$ cat src/design/isl_pkg.sv
// Shared types and constants for the identifier and symbol lexer.
// Holds token kind codes, character codes and the character class record.
// No dependencies.
package isl_pkg;

  // Token kind codes carried in the kind field of each result.
  localparam int KIND_W = 4;
  localparam logic [KIND_W-1:0] K_FUN      = 4'd0;
  localparam logic [KIND_W-1:0] K_NAME     = 4'd1;
  localparam logic [KIND_W-1:0] K_SPACE    = 4'd2;
  localparam logic [KIND_W-1:0] K_LPAREN   = 4'd3;
  localparam logic [KIND_W-1:0] K_RPAREN   = 4'd4;
  localparam logic [KIND_W-1:0] K_LT       = 4'd5;
  localparam logic [KIND_W-1:0] K_GT       = 4'd6;
  localparam logic [KIND_W-1:0] K_COLON    = 4'd7;
  localparam logic [KIND_W-1:0] K_COMMA    = 4'd8;
  localparam logic [KIND_W-1:0] K_END      = 4'd9;
  localparam logic [KIND_W-1:0] K_BADCHAR  = 4'd10;
  localparam logic [KIND_W-1:0] K_AFTEREND = 4'd11;
  localparam logic [KIND_W-1:0] K_TOOLONG  = 4'd12;

  // Character codes.
  localparam logic [7:0] CH_TAB        = 8'h09;
  localparam logic [7:0] CH_SPACE      = 8'h20;
  localparam logic [7:0] CH_LPAREN     = 8'h28;
  localparam logic [7:0] CH_RPAREN     = 8'h29;
  localparam logic [7:0] CH_COMMA      = 8'h2C;
  localparam logic [7:0] CH_DIGIT_0    = 8'h30;
  localparam logic [7:0] CH_DIGIT_9    = 8'h39;
  localparam logic [7:0] CH_COLON      = 8'h3A;
  localparam logic [7:0] CH_LT         = 8'h3C;
  localparam logic [7:0] CH_GT         = 8'h3E;
  localparam logic [7:0] CH_UPPER_A    = 8'h41;
  localparam logic [7:0] CH_UPPER_Z    = 8'h5A;
  localparam logic [7:0] CH_UNDERSCORE = 8'h5F;
  localparam logic [7:0] CH_LOWER_A    = 8'h61;
  localparam logic [7:0] CH_LOWER_Z    = 8'h7A;

  // Letters of the function keyword.
  localparam logic [7:0] CH_KEY_F = 8'h66;
  localparam logic [7:0] CH_KEY_U = 8'h75;
  localparam logic [7:0] CH_KEY_N = 8'h6E;

  // Classification of one input character.
  typedef struct packed {
    logic              is_space;
    logic              is_head;
    logic              is_tail;
    logic              is_sym;
    logic [KIND_W-1:0] sym_kind;
  } isl_class_t;

endpackage

$ cat src/design/identifier_symbol_lexer_unit.sv
// Identifier and symbol lexer: one character or end mark per input request.
// A quiet request leaves the input ready; a token passes through the ST_TERM state and is loaded
// into the output register once that register is free; ending a word other than the keyword replays
// it from the word buffer, a buffer read (ST_RD) and an emit (ST_NAME) for each character. Requests
// wait while the replay runs. Reset (rst, synchronous) clears the word length, flags and the
// sequencer; the word buffer memory is not cleared and is only read below the word length.
module identifier_symbol_lexer_unit
  import isl_pkg::*;
#(
  parameter int MAX_WORD = 32
) (
  input  logic        clk,
  input  logic        rst,
  input  logic        s_tvalid,
  output logic        s_tready,
  input  logic [7:0]  s_tdata,   // [7:0] ch
  input  logic        s_tuser,   // [0] end_of_input
  output logic        m_tvalid,
  input  logic        m_tready,
  output logic [15:0] m_tdata,   // [3:0] kind, [11:4] name_char, [12] name_last, zero above
  output logic        m_tlast    // last
);

  localparam int LEN_W  = $clog2(MAX_WORD + 1);
  localparam int ADDR_W = $clog2(MAX_WORD);

  localparam logic [2:0] ST_IDLE    = 3'd0;
  localparam logic [2:0] ST_SPACE   = 3'd1;
  localparam logic [2:0] ST_WORD    = 3'd2;
  localparam logic [2:0] ST_RD      = 3'd3;
  localparam logic [2:0] ST_NAME    = 3'd4;
  localparam logic [2:0] ST_TOOLONG = 3'd5;
  localparam logic [2:0] ST_TERM    = 3'd6;

  // Architectural lexer state.
  logic [LEN_W-1:0]  word_length;
  logic              word_overflowed;
  logic              previous_was_word;
  logic              input_ended;
  logic              fun_ok;

  // Sequencer and the latched copy of the word being flushed.
  logic [2:0]        state, state_next;
  logic [ADDR_W-1:0] idx, idx_next;
  logic [LEN_W-1:0]  fl_len;
  logic              fl_ovf;
  logic              fl_fun;
  logic              fl_term;
  logic [KIND_W-1:0] term_kind;

  // Output register.
  logic [KIND_W-1:0] out_kind;
  logic [7:0]        out_char;
  logic              out_nlast;
  logic              out_free;

  isl_class_t        cls;
  logic              accept;
  logic              eoi;
  logic              acc_flush;
  logic              acc_term;
  logic [KIND_W-1:0] acc_kind;
  logic              acc_start;
  logic              acc_append;
  logic              len_zero;
  logic              len_full;

  logic              emit;
  logic [KIND_W-1:0] e_kind;
  logic [7:0]        e_char;
  logic              e_nlast;
  logic              e_last;
  logic              name_end;

  logic              ram_we;
  logic              ram_re;
  logic [7:0]        ram_rdata;

  isl_class u_class (
    .ch  (s_tdata),
    .cls (cls)
  );

  isl_ram #(
    .WIDTH (8),
    .DEPTH (MAX_WORD)
  ) u_word_buf (
    .clk   (clk),
    .we    (ram_we),
    .waddr (word_length[ADDR_W-1:0]),
    .wdata (s_tdata),
    .re    (ram_re),
    .raddr (idx),
    .rdata (ram_rdata)
  );

  assign s_tready = (state == ST_IDLE);
  assign accept   = s_tvalid && s_tready;
  assign eoi      = s_tuser;
  assign len_zero = (word_length == '0);
  assign len_full = (word_length == LEN_W'(MAX_WORD));
  assign out_free = !m_tvalid || m_tready;
  assign name_end = ((LEN_W'(idx) + LEN_W'(1)) == fl_len);

  // Decode of the request being accepted.
  always_comb begin
    acc_flush  = !input_ended && !len_zero && (eoi || !cls.is_tail);
    acc_term   = 1'b0;
    acc_kind   = K_END;
    acc_start  = 1'b0;
    acc_append = 1'b0;
    if (input_ended) begin
      acc_term = 1'b1;
      acc_kind = K_AFTEREND;
    end else if (eoi) begin
      acc_term = 1'b1;
      acc_kind = K_END;
    end else if (acc_flush || len_zero) begin
      if (cls.is_head && len_zero) begin
        acc_start = 1'b1;
      end else if (!cls.is_space && !cls.is_head) begin
        acc_term = 1'b1;
        acc_kind = cls.sym_kind;
      end
    end else begin
      acc_append = 1'b1;
    end
  end

  // Word buffer write: the first character or a continuation that still fits.
  assign ram_we = accept && (acc_start || (acc_append && !len_full));

  // Sequencer: replays the flushed word (space, keyword or name characters, overrun mark) and the terminating token.
  always_comb begin
    state_next = state;
    idx_next   = idx;
    ram_re     = 1'b0;
    emit       = 1'b0;
    e_kind     = K_END;
    e_char     = 8'd0;
    e_nlast    = 1'b0;
    e_last     = 1'b0;
    case (state)
      ST_IDLE: begin
        if (accept) begin
          if (acc_flush) begin
            state_next = previous_was_word ? ST_SPACE : ST_WORD;
          end else if (acc_term) begin
            state_next = ST_TERM;
          end
        end
      end
      ST_SPACE: begin
        if (out_free) begin
          emit       = 1'b1;
          e_kind     = K_SPACE;
          state_next = ST_WORD;
        end
      end
      ST_WORD: begin
        if (fl_fun) begin
          if (out_free) begin
            emit       = 1'b1;
            e_kind     = K_FUN;
            e_last     = !fl_term;
            state_next = fl_term ? ST_TERM : ST_IDLE;
          end
        end else begin
          idx_next   = '0;
          state_next = ST_RD;
        end
      end
      ST_RD: begin
        ram_re     = 1'b1;
        state_next = ST_NAME;
      end
      ST_NAME: begin
        if (out_free) begin
          emit    = 1'b1;
          e_kind  = K_NAME;
          e_char  = ram_rdata;
          e_nlast = name_end;
          e_last  = name_end && !fl_ovf && !fl_term;
          if (name_end) begin
            if (fl_ovf) begin
              state_next = ST_TOOLONG;
            end else begin
              state_next = fl_term ? ST_TERM : ST_IDLE;
            end
          end else begin
            idx_next   = idx + ADDR_W'(1);
            state_next = ST_RD;
          end
        end
      end
      ST_TOOLONG: begin
        if (out_free) begin
          emit       = 1'b1;
          e_kind     = K_TOOLONG;
          e_last     = !fl_term;
          state_next = fl_term ? ST_TERM : ST_IDLE;
        end
      end
      ST_TERM: begin
        if (out_free) begin
          emit       = 1'b1;
          e_kind     = term_kind;
          e_last     = 1'b1;
          state_next = ST_IDLE;
        end
      end
      default: begin
        state_next = ST_IDLE;
      end
    endcase
  end

  // Sequencer registers.
  always_ff @(posedge clk) begin
    if (rst) begin
      state <= ST_IDLE;
    end else begin
      state <= state_next;
    end
    idx <= idx_next;
  end

  // Lexer state update; all of it is settled when the request is accepted.
  always_ff @(posedge clk) begin
    if (rst) begin
      word_length       <= '0;
      word_overflowed   <= 1'b0;
      previous_was_word <= 1'b0;
      input_ended       <= 1'b0;
      fun_ok            <= 1'b0;
    end else if (accept && !input_ended) begin
      if (eoi) begin
        input_ended <= 1'b1;
      end
      if (acc_flush) begin
        word_length       <= '0;
        word_overflowed   <= 1'b0;
        previous_was_word <= 1'b1;
      end
      if (!eoi && cls.is_sym && (acc_flush || len_zero)) begin
        previous_was_word <= 1'b0;
      end
      if (acc_start) begin
        word_length     <= LEN_W'(1);
        word_overflowed <= 1'b0;
        fun_ok          <= (s_tdata == CH_KEY_F);
      end
      if (acc_append) begin
        if (len_full) begin
          word_overflowed <= 1'b1;
        end else begin
          word_length <= word_length + LEN_W'(1);
        end
        if (word_length == LEN_W'(1)) begin
          fun_ok <= fun_ok && (s_tdata == CH_KEY_U);
        end else if (word_length == LEN_W'(2)) begin
          fun_ok <= fun_ok && (s_tdata == CH_KEY_N);
        end
      end
    end
  end

  // Snapshot of the word being flushed and of the terminating token.
  always_ff @(posedge clk) begin
    if (accept) begin
      fl_term   <= acc_term;
      term_kind <= acc_kind;
      if (acc_flush) begin
        fl_len <= word_length;
        fl_ovf <= word_overflowed;
        fl_fun <= (word_length == LEN_W'(3)) && !word_overflowed && fun_ok;
      end
    end
  end

  // Output register: loads a result whenever the slot is free or being drained.
  always_ff @(posedge clk) begin
    if (rst) begin
      m_tvalid <= 1'b0;
    end else if (emit) begin
      m_tvalid <= 1'b1;
    end else if (m_tready) begin
      m_tvalid <= 1'b0;
    end
    if (emit) begin
      out_kind  <= e_kind;
      out_char  <= e_char;
      out_nlast <= e_nlast;
      m_tlast   <= e_last;
    end
  end

  assign m_tdata = {3'b000, out_nlast, out_char, out_kind};

endmodule

$ cat src/design/isl_ram.sv
// Generic single-write, single-read RAM with a registered read port.
// Used for the word buffer. No dependencies.
module isl_ram #(
  parameter int WIDTH = 8,
  parameter int DEPTH = 32,
  localparam int AW = (DEPTH > 1) ? $clog2(DEPTH) : 1
) (
  input  logic             clk,
  input  logic             we,
  input  logic [AW-1:0]    waddr,
  input  logic [WIDTH-1:0] wdata,
  input  logic             re,
  input  logic [AW-1:0]    raddr,
  output logic [WIDTH-1:0] rdata
);

  logic [WIDTH-1:0] mem [DEPTH];

  // Write port.
  always_ff @(posedge clk) begin
    if (we) begin
      mem[waddr] <= wdata;
    end
  end

  // Registered read; the data holds while no read is issued.
  always_ff @(posedge clk) begin
    if (re) begin
      rdata <= mem[raddr];
    end
  end

endmodule

$ cat src/design/isl_class.sv
// Character classifier: whitespace, word head, word tail and symbol kind.
// Depends on isl_pkg.
module isl_class
  import isl_pkg::*;
(
  input  logic [7:0]  ch,
  output isl_class_t  cls
);

  logic is_letter;
  logic is_digit;

  // Word characters.
  assign is_letter = (ch inside {[CH_LOWER_A:CH_LOWER_Z], [CH_UPPER_A:CH_UPPER_Z]});
  assign is_digit  = (ch inside {[CH_DIGIT_0:CH_DIGIT_9]});

  always_comb begin
    cls.is_space = (ch inside {CH_TAB, CH_SPACE});
    cls.is_head  = is_letter || (ch == CH_UNDERSCORE);
    cls.is_tail  = is_letter || is_digit || (ch == CH_UNDERSCORE);
    cls.is_sym   = 1'b1;
    // Symbol decode; anything else is a bad character.
    case (ch)
      CH_LPAREN: cls.sym_kind = K_LPAREN;
      CH_RPAREN: cls.sym_kind = K_RPAREN;
      CH_LT:     cls.sym_kind = K_LT;
      CH_GT:     cls.sym_kind = K_GT;
      CH_COLON:  cls.sym_kind = K_COLON;
      CH_COMMA:  cls.sym_kind = K_COMMA;
      default: begin
        cls.sym_kind = K_BADCHAR;
        cls.is_sym   = 1'b0;
      end
    endcase
  end

endmodule

$ cat config.mk
export PLATFORM = sky130hd
export DESIGN_NAME = identifier_symbol_lexer_unit
export DESIGN_NICKNAME = d
export VERILOG_FILES = /design/src/design/isl_pkg.sv /design/src/design/identifier_symbol_lexer_unit.sv /design/src/design/isl_ram.sv /design/src/design/isl_class.sv
export SDC_FILE = /design/constraint.sdc
export NUM_CORES = 1
export LEC_CHECK = 0
export ABC_AREA = 1
export BUFFER_PORTS_ARGS = -buffer_cell sky130_fd_sc_hd__buf_2
export CAP_MARGIN = 20
export CORE_MARGIN = 4
export CORE_UTILIZATION = 30
export DETAILED_ROUTE_END_ITERATION = 7
export PLACE_DENSITY_LB_ADDON = 0.12
export RECOVER_POWER = 50
export REMOVE_ABC_BUFFERS = 1
export SLEW_MARGIN = 20
export SYNTH_ARGS = -nofsm -noshare
export SYNTH_HDL_FRONTEND = slang
export SYNTH_SLANG_ARGS = --single-unit
$ cat constraint.sdc
create_clock -name clk -period 4.5 [get_ports clk]
set_input_delay 0.225 -clock clk [delete_from_list [all_inputs] [get_ports clk]]
set_output_delay 0.225 -clock clk [all_outputs]
set_load 0.02 [all_outputs]
==> out/metrics.yaml <==
place:
  placed_area_um2: 13900
  pre_cts_slack_ns: 1.33
  io_buffers: 28
  dp_hpwl_um: 25200
  place_congestion: 0.818
pwr:
  pwr-share-clk_pct: 32.1
  intPower_w: 0.00603
  p_switching_w: 0.00349
  p_per_area_nw_per_um2: 633
  ir_drop_uv: 329
  p_leak_nw: 4.90
  p_sw_share_pct: 36.7
  seq_power_share_pct: 37.6
  power_frac_comb_pct: 30.3
floorplan:
  die_h_um: 217
  dieWidth_um: 217
  rows: 76
  initial_core_util_pct: 30.4
  core_area_um2: 43200
  io_pins: 32
  dieArea_um2: 47100
synth:
  yosysSeqAreaShare_pct: 69.9
  yosysMostFrequentCell: "edfxtp_1"
  synth_edf_count: 296
  synthArstFlopShare_pct: 0
  yosysTopAreaCellShare_pct: 67.8
  synth_cell_types: 41
  ys_top_cells_by_count: "296 x edfxtp_1, 234 x nor2_1, 169 x o21ai_0"
  synth-main-ff-cell: "edfxtp_1"
  synth_largest_area_cell: "edfxtp_1"
  synth_area_um2: 13100
  synth_seq_cells: 310
  synth_area_per_cell_um2: 11.8
  syn_inst: 1115
  synthTopCellsByArea: "edfxtp_1 68%, nor2_1 6.7%, o21ai_0 6.4%, o221ai_1 2.8%, dfxtp_1 2.1%"
  yosys_warnings: 0
global_route:
  grt_usage_pct: 16.6
  grt_pass1_wl_um: 58300
  first_global_vias: 8829
  antenna_found_initial: 0
  grt_max_degree: 135
  overflow: 0
min_path:
  hold_path_class: "in2reg"
  holdPathStages: 3
layout:
  syn_to_final_growth_pct: 14.7
  layout-drive-gt1-share_pct: 7.65
  stdcell_area_um2: 15000
  nFillCells: 4364
  fin_nets: 1157
clocking:
  root_buffer: "clkbuf_16"
  cts.sinks: 310
  cts_tree: "built"
  cts_resized: 0
  post_cts_buffers: 0
  clk_pin_slew_ns: 0.06
  cts.path.max_buffers: 3
  cts_buffers: 36
  clk_latency_ns: 0.55
  h-tree-depth: 2
timing:
  final.setup.worst_slack_ns: 1.20
  timing.fmax_ghz: 0.303
  rsz0062_at_grt: "no"
  setup_viol: 0
  finalHoldViolCount: 0
  min_period_ns: 3.30
  fin_crit_sh_pct: 73.4
  tightest_slew_ns: 2.36
  drv_slew: 229
  finClkSkew_ns: 0.0215
  max-slew-margin-rel_pct: -57.5
status:
  violations: "max-capacitance violations, max-slew violations"
  status: "finished with violations"
run:
  maxCapViolCount: 7
critical_path:
  crit_type: "in2reg"
  max_stage_delay_ns: 1.68
  crit_cells: 10
  crit_arrival_ns: 3.59
  worstPathRequired_ns: 4.79
  path_cells: "clkbuf_1, clkbuf_1, inv_1, nor3_1, nor3b_1, nor2_1, nand2_1, nand3b_1, nand3_1, nand2_1"
  reg2reg_depth: 11
  critPathCaptureType: "flip-flop"
  critPathBufInv: 3
  critPathTopFamily: "buffers and inverters"
  slowest_stage: "clkbuf_1"
  start_kind: "input pin"
  worstPathMaxFanout: 35
routing:
  dr_total_vias: 8777
  detail-route-antenna-nets: 0
  wirelength_um: 39300
  dr.first_iter.drc_count: 874
  wl_per_cell_um: 22.5
  dr.pass1.iters: 5
  vias_per_cell: 5.02
  drc: 0
placed cells by master, fill, tap and decap left out, drive strengths merged, types with 2 or more instances in the layout:
master    netlist  routed
clkbuf         47      75
dfxtp          14      14
o211ai          2       2
ha              5       5
o21ai         169     169
clkinv          4      13
edfxtp        296     296
nand3          50      50
conb            1       3
a31oi          11      11
o221ai         42      42
inv            61      62
o22ai          22      22
nand2          77      77
nand3b          4       4
buf            15      13
a32oi           7       7
nor2          239     239
bufinv          0       7
nor3            9       9
xor2            3       3
nand4           8       8
a21oi          22      22
clkinvlp        0       2
cells by family after synthesis:
family	count (synthesis)	synth area share (%)
flip-flops	310	69.9
XOR/XNOR	4	0.267
AO/OA/AOI/OAI	279	12.6
other	1	0.0286
adder cells (fa/ha/maj)	5	0.477
buffers and inverters	127	3.88
AND/OR/NAND/NOR	389	12.9
area by class of cell:
type	count	area, um^2	share of cell area [%]
flip-flops and latches	310	9170	60.9
clock inverters	19	289	1.92
clock buffers	43	927	6.16
multi-input cells	680	3430	22.8
inverters	65	249	1.66
diodes	1	2.50	0.0166
repair buffers	46	243	1.61
well taps	585	732	4.87
metrics by stage:
stage | TNS, ns | util (%) | cells | hold WS, ns | total power [W]
2_1_floorplan | -15.60 | - | 1055 | 0.294 | 0.00532
4_1_cts | 0 | 35.0 | 1748 | 0.0806 | 0.00965
3_5_place_dp | 0 | 32.2 | 1685 | 0.489 | 0.00656
3_3_place_gp | 0 | 32.2 | 1685 | 0.485 | 0.00659
5_1_grt | 0 | 34.8 | 1748 | 0.119 | 0.0101
6_report | 0 | 34.8 | 1749 | 0.102 | 0.00952
path summary, 6_finish.rpt:
kind                                                      from                        endpoint  slack, ns
worst max-delay path                                s_tdata[5]      term_kind[1]$_SDFFCE_PP1P_       1.20
worst min-delay path                                   s_tuser               fl_term$_DFFE_PP_       0.10
worst max register to register     word_length[0]$_SDFFE_PP0P_  u_word_buf.mem[7][1]$_DFFE_PP_       1.54
worst min register to register  previous_was_word$_SDFFE_PP0P_  previous_was_word$_SDFFE_PP0P_       0.50
worst reg2reg max path, stage by stage, from the launching register on:
cell     delay, ns
dfxtp_1       0.53
inv_1         0.12
ha_1          0.28
nand2_2       0.13
nand2_2       0.06
inv_2         0.09
nand3_4       0.09
inv_4         0.12
nand2_4       0.08
a21oi_4       0.30
nand2_4       0.21
nor2_1        0.60
flip-flops by register name (all words and copies together), names as in the netlist, 3 cells and up:
register	cells
out_kind	4
out_char	8
term_kind	4
u_word_buf.mem	256
fl_len	6
idx	5
state	3
u_word_buf.rdata	8
word_length	6
power by group through the flow:
stage | Clock [W] | Combinational, W | Sequential (W)
finish | 0.00306 | 0.00289 | 0.00358
global route | 0.00327 | 0.00318 | 0.00360
global placement | 0 | 0.00295 | 0.00363
CTS | 0.00314 | 0.00293 | 0.00358
floorplan | 0 | 0.00150 | 0.00381
detailed placement | 0 | 0.00293 | 0.00363
metal layers:
| metal | vias up | global-route usage [%] | share of wire (%) |
|---|---|---|---|
| met3 | 59 | 2.89 | 5.2 |
| met2 | 271 | 25.8 | 45 |
| met1 | 4329 | 23.7 | 47 |
| met4 | 0 | 5.55 | 2.8 |
| met5 | - | 0 | 0 |
| li1 | 4118 | - | - |
what timing repair did:
item	4_1_cts	5_1_grt
endpoints found under the hold margin	5	0
hold buffers	1	0
setup endpoints to repair	0	0
Note: power is estimated with default switching activity, not from simulation.
